[src/rtl/core/curve_gaussian_derivative_filter_macros.svh]
// ----------------------------------------------------------------------------
// Curve Gaussian derivative filter assertion macros
// Shared concurrent assertion forms, empty in synthesis builds.
// ----------------------------------------------------------------------------
`ifndef CURVE_GAUSSIAN_DERIVATIVE_FILTER_MACROS_SVH
`define CURVE_GAUSSIAN_DERIVATIVE_FILTER_MACROS_SVH

`ifndef SYNTHESIS

// The consequent must hold in the same cycle as the antecedent.
`define CGDF_ASSERT_IMP(lbl, clk, rst_n, ante, cons) \
	lbl: assert property (@(posedge clk) disable iff (!rst_n) (ante) |-> (cons)) \
		else $error("cgdf assertion failed");

// The consequent must hold in the cycle after the antecedent.
`define CGDF_ASSERT_NXT(lbl, clk, rst_n, ante, cons) \
	lbl: assert property (@(posedge clk) disable iff (!rst_n) (ante) |=> (cons)) \
		else $error("cgdf assertion failed");

`else

`define CGDF_ASSERT_IMP(lbl, clk, rst_n, ante, cons)
`define CGDF_ASSERT_NXT(lbl, clk, rst_n, ante, cons)

`endif

`endif

[src/rtl/core/cgdf_pkg.sv]
// ----------------------------------------------------------------------------
// Curve Gaussian derivative filter package
// Sizes, request and result types, and controller/datapath interface types.
// ----------------------------------------------------------------------------
`timescale 1ns / 1ps

package cgdf_pkg;

	localparam int MAX_POINTS = 1024;
	localparam int MAX_HALF   = 15;
	localparam int TAPS       = 2 * MAX_HALF + 1;

	localparam int PT_W   = $clog2(MAX_POINTS);
	localparam int LEN_W  = PT_W + 1;
	localparam int HALF_W = $clog2(MAX_HALF + 1);
	localparam int TAP_W  = $clog2(TAPS);
	localparam int COEF_W = 24;
	localparam int SMP_W  = 24;
	localparam int RES_W  = 32;
	localparam int CFG_IDX_W  = 1;
	localparam int CFG_DATA_W = HALF_W;

	typedef enum logic [1:0] {
		OP_LOAD_COEF    = 2'd0,
		OP_WRITE_SAMPLE = 2'd1,
		OP_COMPUTE      = 2'd2
	} op_t;

	localparam logic [CFG_IDX_W-1:0] CFG_HALF_WIDTH = 1'd0;
	localparam logic [CFG_IDX_W-1:0] CFG_OPEN_ENDS  = 1'd1;

	typedef struct packed {
		logic [1:0]               op;
		logic [PT_W-1:0]          point_index;
		logic [TAP_W-1:0]         coef_index;
		logic signed [COEF_W-1:0] coef_gauss;
		logic signed [COEF_W-1:0] coef_first;
		logic signed [COEF_W-1:0] coef_second;
		logic signed [SMP_W-1:0]  sample;
		logic [LEN_W-1:0]         curve_length;
	} req_t;

	typedef struct packed {
		logic [PT_W-1:0]         out_index;
		logic signed [RES_W-1:0] smoothed;
		logic signed [RES_W-1:0] first_deriv;
		logic signed [RES_W-1:0] second_deriv;
		logic                    error;
	} rsp_t;

	typedef enum logic [1:0] {
		ST_IDLE,
		ST_ISSUE,
		ST_FINISH
	} ctrl_state_t;

	typedef struct packed {
		logic wr_coef;
		logic wr_sample;
		logic start;
		logic issue;
		logic load_out;
	} cmd_t;

	typedef struct packed {
		logic req_error;
		logic last_tap;
		logic pipe_empty;
	} sts_t;

endpackage

[src/rtl/core/cgdf_ctrl.sv]
// ----------------------------------------------------------------------------
// Curve Gaussian derivative filter controller
// Accepts requests, sequences the taps of a compute and hands off the result.
// ----------------------------------------------------------------------------
`timescale 1ns / 1ps

module cgdf_ctrl (
	input  logic          clk,
	input  logic          arst_n,
	input  logic          in_valid,
	output logic          in_ready,
	input  logic [1:0]    op,
	output logic          out_valid,
	input  logic          out_ready,
	output cgdf_pkg::cmd_t cmd,
	input  cgdf_pkg::sts_t sts
);
	import cgdf_pkg::*;

	ctrl_state_t state_q, state_d;
	logic        out_valid_q;
	logic        out_free;

	assign out_free  = !out_valid_q || out_ready;
	assign out_valid = out_valid_q;

	always_ff @(posedge clk or negedge arst_n) begin
		if (!arst_n) begin
			state_q     <= ST_IDLE;
			out_valid_q <= 1'b0;
		end else begin
			state_q <= state_d;
			if (cmd.load_out) begin
				out_valid_q <= 1'b1;
			end else if (out_ready) begin
				out_valid_q <= 1'b0;
			end
		end
	end

	always_comb begin
		state_d  = state_q;
		cmd      = '0;
		in_ready = 1'b0;
		case (state_q)
			ST_IDLE: begin
				in_ready = 1'b1;
				if (in_valid) begin
					case (op)
						OP_LOAD_COEF: begin
							cmd.wr_coef = 1'b1;
						end
						OP_WRITE_SAMPLE: begin
							cmd.wr_sample = 1'b1;
						end
						OP_COMPUTE: begin
							cmd.start = 1'b1;
							state_d   = sts.req_error ? ST_FINISH : ST_ISSUE;
						end
						default: begin
						end
					endcase
				end
			end
			ST_ISSUE: begin
				cmd.issue = 1'b1;
				if (sts.last_tap) begin
					state_d = ST_FINISH;
				end
			end
			ST_FINISH: begin
				// Wait for the last product to land and for the output slot to free up.
				if (sts.pipe_empty && out_free) begin
					cmd.load_out = 1'b1;
					state_d      = ST_IDLE;
				end
			end
			default: begin
				state_d = ST_IDLE;
			end
		endcase
	end

endmodule

[config.mk]
export PLATFORM = sky130hd
export DESIGN_NAME = cgdf_ctrl
export DESIGN_NICKNAME = d
export VERILOG_FILES = /design/src/rtl/core/curve_gaussian_derivative_filter_macros.svh /design/src/rtl/core/cgdf_pkg.sv /design/src/rtl/core/cgdf_ctrl.sv
export SDC_FILE = /design/constraint.sdc
export NUM_CORES = 1
export LEC_CHECK = 0
export ABC_AREA = 1
export BUFFER_PORTS_ARGS = -buffer_cell sky130_fd_sc_hd__clkbuf_2
export CAP_MARGIN = 20
export CORE_AREA = 4 4 41 43
export DETAILED_ROUTE_END_ITERATION = 8
export DIE_AREA = 0 0 45 47
export GPL_ROUTABILITY_DRIVEN = 1
export MAX_ROUTING_LAYER = met4
export SKIP_LAST_GASP = 1
export SLEW_MARGIN = 0
export SYNTH_ARGS = -nofsm -noshare
export SYNTH_HDL_FRONTEND = slang
export SYNTH_SLANG_ARGS = --single-unit
[constraint.sdc]
create_clock -name clk -period 1.37 [get_ports clk]
set_input_delay 0.0685 -clock clk [delete_from_list [all_inputs] [get_ports clk]]
set_output_delay 0.0685 -clock clk [all_outputs]
set_load 0.01 [all_outputs]
==> run_results.csv <==
group,metric,value,unit
route,drc,0,
logic_synthesis,syn_area,202.7,um^2
final_layout,antenna_cells,0,
pwr,power,0.6240,mW
sta,slew_viol_final,0,
logic_synthesis,synthArstFlopShare,1.000,
final_layout,drive_gt1_frac,0.4510,
critical_path,slowest_stage,"dfrtp_1",
die,core,1301,um^2
die,boundaryPins,16,
sta,tightest_slew,0.2212,ns
logic_synthesis,post_synth.cell_area_avg,6.539,um^2
logic_synthesis,syn-num-nets,40,
route,wl_per_cell,7.515,um
die,die_area,2115,um^2
logic_synthesis,ys_top_cells_by_area,"dfrtp_1 (37%), nand2_1 (11%), nor2_1 (11%), inv_1 (9.3%), nor4_1 (6.2%)",
cts,htreeDepth,1,
min_path,whs_path_depth,4,
cts,cts_tree,"built",
status,status,"finished, final reports clean",
route,drt_first_pass_iters,2,
critical_path,critPathCaptureType,"primary output",
cts,clock_latency,0.22,ns
logic_synthesis,synthCells,31,
job,max-cap-violations,0,
pwr,p_per_area,1875,nW/um^2
critical_path,worstSetupPathType,"register to primary output",
logic_synthesis,yosysSeqAreaShare,0.3704,
die,start_util,0.1558,
global_routing,grt_pass1_vias,257,
global_routing,antenna_found_initial,0,
die,die_h,47,um
critical_path,cp-start-kind,"register",
placed_design,io_buffers,15,
sta,timing.final.crit_share,0.9223,
route,drt-total-wl,496,um
sta,fmax,791.5,MHz
critical_path,arrival,1.19,ns
cts,clkSinkCount,3,
final_layout,fin_util,0.2558,
sta,hold_viol,0,
pwr,leakagePower,0.2080,nW
final_layout,final_nets,61,
sta,max-slew-margin-rel,0.8512,
global_routing,grt.total_usage,0.05959,
route,ant_nets,0,
route,routed.top_layer,"met3",
sta,grt_setup_unrepaired,"false",
die,die_w,45,um
logic_synthesis,yosys.area.top_type,"dfrtp_1",
cts,clk_pin_slew,0.04,ns
critical_path,path_cells,"nor2_4 > inv_2 > nor4_1 > buf_2",
logic_synthesis,synthTopCellsByCount,"nand2_1 (6), nor2_1 (6), inv_1 (5)",
die,rows,13,
logic_synthesis,synth_edf_count,0,
route,wl_met2,282,um
placed_design,dp_slack,0.3084,ns
route,viasPerCell,3.939,
critical_path,cp_max_fo,4,
sta,setup-tns-final,0,ns
route,met3RoutedLength,49,um
sta,min_period,1.263,ns
cts,post_cts_buffers,0,
global_routing,grt_max_degree,5,
logic_synthesis,synth_seq_cells,3,
sta,setup_viol,0,
min_path,holdCritPathClass,"input port to register",
placed_design,hpwl,463.4,um
route,wl_met1,163,um
cts,cts.path.max_buffers,2,
critical_path,reg2reg_depth,5,
sta,finClkSkew,0.001685,ns
logic_synthesis,yosysUniqueCellTypes,12,
sta,worst_slack,0.1065,ns
route,vias,260,
final_layout,fin_area,332.8,um^2
global_routing,grt_pass1_wl,862,um
critical_path,slowest_delay,0.42,ns
cts,cts-root-buf,"clkbuf_4",
route,first_iter_violations,1,
placed_design,finalWeightedCongestion,0.6239,
critical_path,crit_required,1.30,ns
logic_synthesis,synthFlopType,"dfrtp_1",
placed_design,placed_area,296.5,um^2
logic_synthesis,yosysTopAreaCellShare,0.3704,
final_layout,syn_to_final_growth,64.20,%
logic_synthesis,synth_warnings,0,
global_routing,grt_overflow,0,
pwr,ir_worst_vdd,0.0005425,V
cts,numCtsBuffers,3,
[placed cells by master, fill, tap and decap left out, types with 2 or more instances in the layout]
cell and instances:
clkbuf_2 14, nor2_1 6, nand2_1 6, inv_1 5, clkbuf_4 3, dfrtp_1 3, inv_2 2, nor4_1 2
nand3_1 2
[sequential cells by signal, summed over array words and instances (netlist names)]
name and count:
state_q 2, out_valid 1
[layer usage]
layer / up-vias / global-route usage
met3: 0 / 0.03065
met5: - / -
met4: 0 / 0.03509
li1: 139 / -
met1: 116 / 0.05011
met2: 5 / 0.1045
[power by group]
group | internal (mW) | switching, mW | total [mW]
Sequential | 0.127 | 0.0438 | 0.170
Combinational | 0.123 | 0.182 | 0.305
Clock | 0.109 | 0.0396 | 0.148
Total | 0.358 | 0.266 | 0.624
[final cells by class]
| class | count | area, um^2 |
|---|---|---|
| fill | 159 | 968.4 |
| multi-input combinational | 21 | 101.3 |
| timing repair buffer | 16 | 85.08 |
| sequential | 3 | 75.07 |
| clock buffer | 4 | 26.28 |
| inverter | 7 | 26.28 |
| tap | 15 | 18.77 |
[stage by stage]
step / std cells / hold WS [ns]
CTS: 66 / 0.1033
floorplan: 31 / -0.2271
global placement: 61 / -0.1333
finish: 66 / 0.1144
detailed placement: 61 / -0.1337
global route: 66 / 0.1359
[cell families after synthesis]
family,count (synthesis),synth area share
and+or+nand+nor,19,0.4506
buffers and inverters,7,0.1297
DFF,3,0.3704
AOI/OAI and AO/OA,2,0.04934
[worst max-delay path: cells and delay by family, from the launching register on]
family	cells	cell delay, ns
flops	1	0.42
simple gates	2	0.31
buf+inv	2	0.23
[final timing paths]
path | slack (ns) | start | endpoint
worst min register to register | 0.53 | out_valid | out_valid
worst max-delay path | 0.11 | state_q[1] | cmd[3]
min in group asynchronous | 0.18 | arst_n | state_q[0]
worst min-delay path | 0.11 | sts[1] | state_q[0]
worst max register to register | 0.44 | state_q[0] | state_q[1]
max in group asynchronous | 1.09 | arst_n | state_q[1]
[timing repair]
| item | 4_1_cts | 5_1_grt |
|---|---|---|
| endpoints found under the hold margin | 3 | 0 |
| hold buffers | 1 | 0 |
| gates resized for setup | 0 | 1 |
| setup endpoints to repair | 0 | 1 |
Power figures use the tool's default switching activity.
